<file path="config.mk">
export PLATFORM = sky130hd
export DESIGN_NAME = pdf_ctrl
export DESIGN_NICKNAME = d
export VERILOG_FILES = /design/src/rtl/core/pdf_pkg.sv /design/src/rtl/core/pdf_ctrl.sv
export SDC_FILE = /design/constraint.sdc
export NUM_CORES = 1
export LEC_CHECK = 0
export BUFFER_PORTS_ARGS = -buffer_cell sky130_fd_sc_hd__clkbuf_2
export CAP_MARGIN = 20
export CORE_AREA = 5 5 42 44
export CTS_CLUSTER_SIZE = 24
export DETAILED_ROUTE_END_ITERATION = 8
export DIE_AREA = 0 0 47 49
export GPL_ROUTABILITY_DRIVEN = 0
export PLACE_DENSITY = 0.58
export RECOVER_POWER = 50
export SETUP_SLACK_MARGIN = 0.4
export SYNTH_ARGS = -nofsm -noshare
export SYNTH_HDL_FRONTEND = slang
export SYNTH_SLANG_ARGS = --single-unit
</file>
<file path="constraint.sdc">
create_clock -name i_clk -period 3.8 [get_ports i_clk]
set_clock_uncertainty 0.05 [all_clocks]
set_input_delay 0 -clock i_clk [delete_from_list [all_inputs] [get_ports i_clk]]
set_output_delay 0 -clock i_clk [all_outputs]
set_load 0.02 [all_outputs]
</file>
<file path="src/rtl/core/pdf_pkg.sv">
// ----------------------------------------------------------------------------
// pdf_pkg
// shared types and constants of the packet duplicate filter
// ----------------------------------------------------------------------------
package pdf_pkg;

    localparam int HASH_W      = 32;
    localparam int TIME_W      = 48;
    localparam int TTL_W       = 16;
    localparam int TTL_US_W    = 26;
    localparam int CNT_W       = 32;
    localparam int ACTIVE_W    = 17;

    localparam logic [HASH_W-1:0] FNV_BASIS = 32'h811c_9dc5;
    localparam logic [HASH_W-1:0] FNV_PRIME = 32'h0100_0193;

    localparam int US_PER_MS    = 1000;
    localparam int TTL_MS_RESET = 5000;
    localparam logic [TTL_US_W-1:0] TTL_US_RESET = TTL_US_W'(TTL_MS_RESET * US_PER_MS);

    localparam logic CMD_BYTE  = 1'b0;
    localparam logic CMD_SWEEP = 1'b1;

    localparam logic KIND_VERDICT = 1'b0;
    localparam logic KIND_SWEEP   = 1'b1;

    typedef enum logic [2:0] {
        ST_CLEAR,
        ST_IDLE,
        ST_LOOKUP,
        ST_DECIDE,
        ST_SWEEP,
        ST_SWEEP_DONE
    } t_state;

    typedef struct packed {
        logic              vld;
        logic [HASH_W-1:0] hash;
        logic [TIME_W-1:0] stamp;
    } t_entry;

    typedef struct packed {
        logic hash_step;
        logic pkt_end;
        logic sweep_start;
        logic clr_step;
        logic lookup;
        logic decide;
        logic sweep_step;
        logic sweep_report;
    } t_dp_cmd;

    typedef struct packed {
        logic addr_last;
        logic sweep_pend;
        logic out_free;
    } t_dp_sts;

endpackage

</file>
<file path="src/rtl/core/pdf_ctrl.sv">
// ----------------------------------------------------------------------------
// pdf_ctrl
// sequencer for byte hashing, table lookup, sweep and clearing pass
// ----------------------------------------------------------------------------
module pdf_ctrl (
    input  logic             i_clk,
    input  logic             i_rst_n,
    input  logic             i_in_valid,
    input  logic             i_command,
    input  logic             i_last_byte,
    input  pdf_pkg::t_dp_sts i_sts,
    output logic             o_in_stall,
    output pdf_pkg::t_dp_cmd o_cmd
);
    import pdf_pkg::*;

    t_state r_state;
    t_state n_state;
    logic   acc;

    assign acc = i_in_valid && !o_in_stall;

    always_ff @(posedge i_clk) begin
        if (!i_rst_n) begin
            r_state <= ST_CLEAR;
        end else begin
            r_state <= n_state;
        end
    end

    always_comb begin
        n_state = r_state;
        unique case (r_state)
            ST_CLEAR: begin
                if (i_sts.addr_last) n_state = ST_IDLE;
            end
            ST_IDLE: begin
                if (acc && i_command == CMD_SWEEP) n_state = ST_SWEEP;
                else if (acc && i_last_byte) n_state = ST_LOOKUP;
            end
            ST_LOOKUP: begin
                n_state = ST_DECIDE;
            end
            ST_DECIDE: begin
                if (i_sts.out_free) n_state = ST_IDLE;
            end
            ST_SWEEP: begin
                if (i_sts.addr_last) n_state = ST_SWEEP_DONE;
            end
            ST_SWEEP_DONE: begin
                if (!i_sts.sweep_pend && i_sts.out_free) n_state = ST_IDLE;
            end
            default: begin
                n_state = ST_CLEAR;
            end
        endcase
    end

    always_comb begin
        o_in_stall         = (r_state != ST_IDLE);
        o_cmd              = '0;
        o_cmd.hash_step    = acc && (i_command == CMD_BYTE);
        o_cmd.pkt_end      = acc && (i_command == CMD_BYTE) && i_last_byte;
        o_cmd.sweep_start  = acc && (i_command == CMD_SWEEP);
        o_cmd.clr_step     = (r_state == ST_CLEAR);
        o_cmd.lookup       = (r_state == ST_LOOKUP);
        o_cmd.decide       = (r_state == ST_DECIDE) && i_sts.out_free;
        o_cmd.sweep_step   = (r_state == ST_SWEEP);
        o_cmd.sweep_report = (r_state == ST_SWEEP_DONE) && !i_sts.sweep_pend
                             && i_sts.out_free;
    end

    a_load_needs_slot: assert property (@(posedge i_clk) disable iff (!i_rst_n)
        (o_cmd.decide || o_cmd.sweep_report) |-> i_sts.out_free)
        else $error("result loaded without a free output slot");

    a_no_accept_in_clear: assert property (@(posedge i_clk) disable iff (!i_rst_n)
        (r_state == ST_CLEAR) |-> (o_in_stall && !o_cmd.hash_step && !o_cmd.sweep_start))
        else $error("input accepted during clearing pass");

endmodule

</file>
# Word-level counts from Yosys, hierarchy flattened
# Cells that the tools add are included.
# classes
n_eq_ne	11
n_mux	7
n_bitwise	1
n_reduce_logical	13
# op_table
op	count
3-bit 2-to-1 mux	6
3-bit case mux with 6 select lines	1
1-bit logical AND	9
2-bit inequality test (second input constant)	4
3-bit by 2-bit equality test with 1-bit output (second input constant)	2
3-bit equality test (second input constant)	2
5-bit AND reduction	1
3-bit by 1-bit equality test with 1-bit output (second input constant)	1
3-bit logical NOT	1
3-bit by 1-bit inequality test with 1-bit output (second input constant)	1
3-bit inequality test (second input constant)	1
1-bit logical NOT	2
1-bit NOT	1
# word_totals
reg_bits	3
output_inout_bits	9
elab_cells	33

# Depth between registers and ports, before layout
# Gate-level depths: netlist of the first run.
# depth
word_depth	7
ltp_mapped	6
mapped_depth_nobuf	5

# Least setup slack after synthesis of the first run
# Ideal clock, no wire load.
# synth_timing
path_kind	reg2out
start	register r_state[0]
end	output o_cmd[6] (netlist name)
arrival_ps	1482
t_required_ps	3750
path_slack_ps	2268
stages_incl_launch_ff	7
n_path_buf	1
path_cell_list	dfxtp_1 > buf_2 > nand2b_2 > nor2_2 > inv_1 > nor3b_2 > and2_1
# synth_rtl
item	line_no	source
start: declaration	pdf_ctrl.sv:17	t_state r_state;
start signal: assignment	pdf_ctrl.sv:27	r_state <= n_state;
end: declaration	pdf_ctrl.sv:13	output pdf_pkg::t_dp_cmd o_cmd

==> metrics, run 1 <==
status=completed; Critical Path Start=r_state[0]; Seq/Total Area, Yosys=19.92%; CTS Buffer Depth=2; hold crit path type=input pin to register; die area=2303 um2; max_cap viols=0; pwr/cell area=426.7 nW/um2; Final Cell Area=421.7 um2; CTS resizes=0; vias after detailed routing=329; first-pass GRT wire length=1145 um; crit path to=o_cmd[6]; Synthesis Warnings=0; Yosys reg bits=3; clock latency on the worst-skew pair=0.23 ns; CP arrival=1.64 ns; Max stage delay cell, worst path=dfxtp_1; Setup TNS=0 ns; Max rail drop VDD=200.7 uV; # DRC=0; Initial Util=21.52%; top post-synthesis cells by area=dfxtp_1 (20%), mux2i_1 (6.6%), o21ai_0 (5.0%); Iter 0 DRT Violations=5; Post-synth EDFFs=0; clk sinks=3; gate count of the mapped netlist=38; Num CTS Buffers=3; max FFs per register=3; endpoints failing setup=0; Largest regs=r_state: 3 flops; DP HPWL=573.8 um; R2R Setup Slk=2.36 ns; wire per inst=9.767 um; vias in the first global route=296; clk slew on worst S/H paths=0.03 ns; FF-to-FF End=r_state[2]; Syn Area/Cell=7.935 um2; Cell Area, Synth=301.5 um2; hold_buf cts=1; Detail Route Antenna Nets=0; share of cells above drive strength 1=38.60%; RSZ-0062 raised after global routing=false; Fmax=0.5910 GHz; Critical Path Stages=6; Die H=49 um; Post-synth top cells=nand2_1 (4), dfxtp_1 (3), nor2_1 (3), o21ai_0 (3); top cell type by total area after synthesis=dfxtp_1; ys async rst share=0%; post-DR vias/cell=4.507; RR Startpoint=r_state[1]; Post-Place Cell Area=392.9 um2; all-layer global routing usage=6.897%; crit path launch type=register; number of setup buffers added after CTS=0; ANT cells=0; final hold viol count=0; critical path fanouts, max=10; endpoint class of the critical path=output pin; Yosys top cell area share=19.92%; Initial DRT Pass Iterations=2; Period minus WS final=1.692 ns; worst slew pin tran=0.3579 ns; Die W=47 um; Primary FF master, synth=dfxtp_1; IO buf count=16; leakage power=0.1836 nW; CP top delay family=simple AND/OR/NAND/NOR gates; CTS HTree Levels=1; core area=1401 um2; final wirelength=713 um; Buf/Inv on CP=2; initial antenna violation count=0; CP Cell Sequence=nand2b_2, nor2_1, inv_1, nor3b_2, and2_1, clkbuf_2; Synth Net Count=46; reg2reg path depth=4; library cells used by synthesis=24; worst stage delay on the critical path=0.52 ns; num ports=17; Row Count=14; CTS tree=yes; WP data required=3.75 ns; clk root buf=clkbuf_4; most frequent cell after synthesis=nand2_1; Slew headroom=76.11%; net count reported at finish=66; Slew Viols, Final=0; largest net degree at the start of global routing=14; Top reg by flops=r_state; Tcrit/Tclk final=44.53%; Crit Path Class=register to output pin; Overflow after GRT=0; Area Overhead vs Synth=39.83%
## cell usage in the layout, fill, tap and decap left out, drive strengths merged
cell type and instances:
nor3 2, mux2 1, or2b 3, o21ai 3, nand2b 1, mux2i 2, inv 1, nand2 4
a21oi 1, clkbuf 20, nand3b 2, and2b 1, dfxtp 3, o22ai 2, nor2 4, nor3b 2
and4b 1, and2 2, a221oi 1, dlygate4sd3 1
## final cells by class
class	instances	area (um2)
Clock buffer	4	26.28
Inverter	1	3.754
Fill cell	165	979.7
Sequential cell	3	60.06
Timing Repair Buffer	17	85.08
Multi-Input combinational cell	32	226.5
Tap cell	16	20.02
## per-stage QoR
stage | setup slack, ns | utilization [%] | hold slack [ns] | total power [mW] | cells
3_5_place_dp | 2.356 | 28.04 | 0.2340 | 0.1284 | 68
3_3_place_gp | 2.365 | 28.04 | 0.2345 | 0.1280 | 68
2_1_floorplan | 2.268 | - | 0.003590 | 0.1072 | 38
5_1_grt | 1.949 | 30.09 | 0.2251 | 0.1957 | 73
6_report | 2.108 | 30.09 | 0.1757 | 0.1799 | 73
4_1_cts | 2.144 | 30.63 | 0.1736 | 0.1871 | 73
## layer usage
layer	track usage, %	part of all wire, %	up-vias
met1	6.798	41	144
met2	11.09	48	11
met4	1.382	0	0
met3	5.535	10	0
li1	-	-	174
met5	0	0	-
## worst reg2reg max path, stage by stage, from the launching register on
cell and delay (ns):
dfxtp_1 0.52, or2b_1 0.16, o22ai_2 0.06, a221oi_2 0.34, mux2i_1 0.22
## power breakdown
part | switching, mW | internal, mW | total (mW)
Sequential | 0.0130 | 0.0367 | 0.0497
Combinational | 0.0408 | 0.0345 | 0.0753
Clock | 0.0156 | 0.0393 | 0.0549
Total | 0.0695 | 0.110 | 0.180
## kinds of logic after synthesis
group	Yosys count	share of synthesized area, %
compound gates	7	17.84
buf+inv	3	4.145
flops	3	19.92
mux	3	10.37
simple gates	22	47.72
## worst min path at each step
stage | startpoint | to | slack (ns) | depth (start not counted)
after CTS | i_in_valid | r_state[2] | 0.17 | 5
after global routing | i_in_valid | r_state[2] | 0.23 | 5
final | i_in_valid | r_state[2] | 0.18 | 5
after floorplan | i_command | o_cmd[7] | 0.004 | 1
after detailed placement | i_rst_n | r_state[0] | 0.23 | 2
after global placement | i_rst_n | r_state[0] | 0.23 | 2
(Power assumes the default switching activity.)
==> run 2, diff against run 1 <==
ABC_AREA = 1   (was not set)
clock period = 1.8 ns   (was 3.8 ns; I/O delays follow)
==> run 2 against run 1 <==
Compared with the run above:
- critical path depth shrank 1
- register-to-register slack lost 2.0 ns
- via count grew 15%
- synthesized cell count grew 32%
- power grew to 3.1 times the previous value
- sequential power grew to 2.8 times the previous value
- hold slack lost 0.11 ns
- worst setup slack lost 1.8 ns
- critical endpoint unchanged
- highest routed layer is now met4
==> metrics, run 2 <==
ANT cells=0 (unchanged); WP data required=1.75 ns (was 3.75 ns); Power Total=0.5667 mW (was 0.1799 mW); status=completed (unchanged); Synthesis Warnings=0 (unchanged); net count reported at finish=80 (was 66); Slew headroom=78.63% (was 76.11%); Overflow after GRT=0 (unchanged); post-DR vias/cell=4.356 (was 4.507); CP arrival=1.44 ns (was 1.64 ns); max_cap viols=0 (unchanged); Period minus WS final=1.494 ns; library cells used by synthesis=19 (was 24); Die H=49 um (unchanged); Post-synth top cells=inv_1 (9), nand2_1 (8), nor2_1 (6), nor3_1 (4) (was nand2_1 (4), dfxtp_1 (3), nor2_1 (3), o21ai_0 (3)); Area Overhead vs Synth=41.77% (was 39.83%); met1 WL=336 um (was 295 um); Iter 0 DRT Violations=6 (was 5); Row Count=14 (unchanged); endpoints failing setup=0 (unchanged); RSZ-0062 raised after global routing=false (unchanged); most frequent cell after synthesis=inv_1 (was nand2_1); Setup TNS=0 ns (unchanged); clk root buf=clkbuf_4 (unchanged); Cell Area, Synth=311.5 um2 (was 301.5 um2); Primary FF master, synth=dfxtp_1 (unchanged); worst slew pin tran=0.3201 ns (was 0.3579 ns); final wirelength=809 um (was 713 um); Num CTS Buffers=3 (unchanged); IO buf count=16 (unchanged); met2 wire length=352 um (was 343 um); endpoint class of the critical path=output pin (unchanged); Crit Path Class=register to output pin (unchanged); initial antenna violation count=0 (unchanged); CTS tree=yes (unchanged); # fillers=168 (was 165); final hold viol count=0 (unchanged); top post-synthesis cells by area=dfxtp_1 (19%), inv_1 (11%), nand2_1 (9.6%) (was dfxtp_1 (20%), mux2i_1 (6.6%), o21ai_0 (5.0%)); Yosys reg bits=3 (unchanged); pwr/cell area=1283 nW/um2 (was 426.7 nW/um2); clk slew on worst S/H paths=0.04 ns (was 0.03 ns); Detail Route Antenna Nets=0 (unchanged); most frequent cells in the layout=clkbuf_2 (11), inv_1 (8), nand2_1 (8) (was clkbuf_2 (12), clkbuf_1 (5), nor2_1 (4), nand2_1 (4)); Initial DRT Pass Iterations=4 (was 2); clk sinks=3 (unchanged); ys async rst share=0% (unchanged); Final Cell Area=441.7 um2 (was 421.7 um2); DP HPWL=632.7 um (was 573.8 um); Tcrit/Tclk final=83.02%; top cell type by total area after synthesis=dfxtp_1 (unchanged); Slew Viols, Final=0 (unchanged); Initial Util=22.23% (was 21.52%); hold crit path type=input pin to register (unchanged); Largest regs=r_state: 3 flops (unchanged); Seq/Total Area, Yosys=19.28% (was 19.92%); Max rail drop VDD=361.1 uV (was 200.7 uV); most common cell after layout, fill and taps aside=clkbuf_2 (unchanged); Post-synth EDFFs=0 (unchanged); highest metal used=met4 (was met3); Critical Path Start=r_state[2] (was r_state[0]); Top reg by flops=r_state (unchanged); die area=2303 um2 (unchanged); RR Startpoint=r_state[2] (was r_state[1]); core area=1401 um2 (unchanged); CTS Buffer Depth=2 (unchanged); gate count of the mapped netlist=50 (was 38); wire per inst=9.299 um (was 9.767 um); num ports=17 (unchanged); Syn Area/Cell=6.231 um2 (was 7.935 um2); routed wl met3=82 um (was 74 um); hold_sp=i_sts[2] (was i_in_valid); vias after detailed routing=379 (was 329); critical path fanouts, max=8 (was 10); Die W=47 um (unchanged); clock latency on the worst-skew pair=0.24 ns (was 0.23 ns); first-pass GRT wire length=1262 um (was 1145 um); Fmax=0.6692 GHz; all-layer global routing usage=7.806% (was 6.897%); Yosys top cell area share=19.28% (was 19.92%); leakage power=0.2384 nW (was 0.1836 nW); largest net degree at the start of global routing=9 (was 14); share of cells above drive strength 1=42.25% (was 38.60%); # DRC=0 (unchanged); Synth Net Count=58 (was 46); CTS HTree Levels=1 (unchanged); Post-Place Cell Area=400.4 um2 (was 392.9 um2); vias in the first global route=319 (was 296); max FFs per register=3 (unchanged); crit path launch type=register (unchanged)
[run 2: cell types whose count changed after synthesis, sizes merged, moves of 3 or more]
cell	previous run	this run
nand2	4	11
inv	1	9
nand3	0	4
or2b	3	0
nor2	4	9
[run 2: critical path: stages (launching register included)]
cell	delay, ns
dfxtp_1	0.50
clkinvlp_2	0.23
nand3_2	0.14
nor3b_2	0.06
and2_1	0.13
buf_2	0.15
[run 2: cell families after synthesis]
family          share of synthesized area, %
buf+inv                                16.06
compound gates                         6.022
flops                                  19.28
simple gates                           58.64
[run 2: report_power, final]
part / internal, mW / switching [mW]
Sequential: 0.0931 / 0.0459
Combinational: 0.110 / 0.197
Clock: 0.0833 / 0.0377
Total: 0.286 / 0.281
[run 2: repair_timing]
| item | CTS | global route |
|---|---|---|
| setup buffers | 0 | 1 |
| endpoints found under the setup margin | 0 | 2 |
| hold endpoints to repair | 3 | 0 |
| gates resized for setup | 0 | 5 |
| hold buffers | 1 | 0 |
[run 2: final timing paths]
kind                end  slack (ns)  depth (start not counted)
max reg2reg  r_state[1]        0.40                          7
max            o_cmd[6]        0.31                          5
min          r_state[0]        0.06                          5
min reg2reg  r_state[2]        0.58                          2
[run 2: layer usage]
layer  vias up  track usage, %
li1        198               -
met2        18           10.86
met5         -               0
met3         4           2.952
met1       159           8.753
met4         0           6.912
[run 2: cell type report]
type	count	area (um2)	area share (%)
Inverter	10	38.79	8.782
Timing Repair Buffer	18	92.59	20.96
Multi-Input combinational cell	36	201.4	45.61
Clock buffer	4	26.28	5.949
Tap cell	16	20.02	4.533
Sequential cell	3	62.56	14.16
[run 2: through the flow]
step | cells | utilization, % | setup slack, ns | hold WS [ns]
2_1_floorplan | 50 | - | 0.4322 | 0.003590
3_3_place_gp | 81 | 28.57 | 0.5368 | 0.1986
3_5_place_dp | 81 | 28.57 | 0.5231 | 0.1989
4_1_cts | 86 | 31.16 | 0.4116 | 0.06326
5_1_grt | 87 | 31.52 | 0.2017 | 0.1041
6_report | 87 | 31.52 | 0.3057 | 0.06276
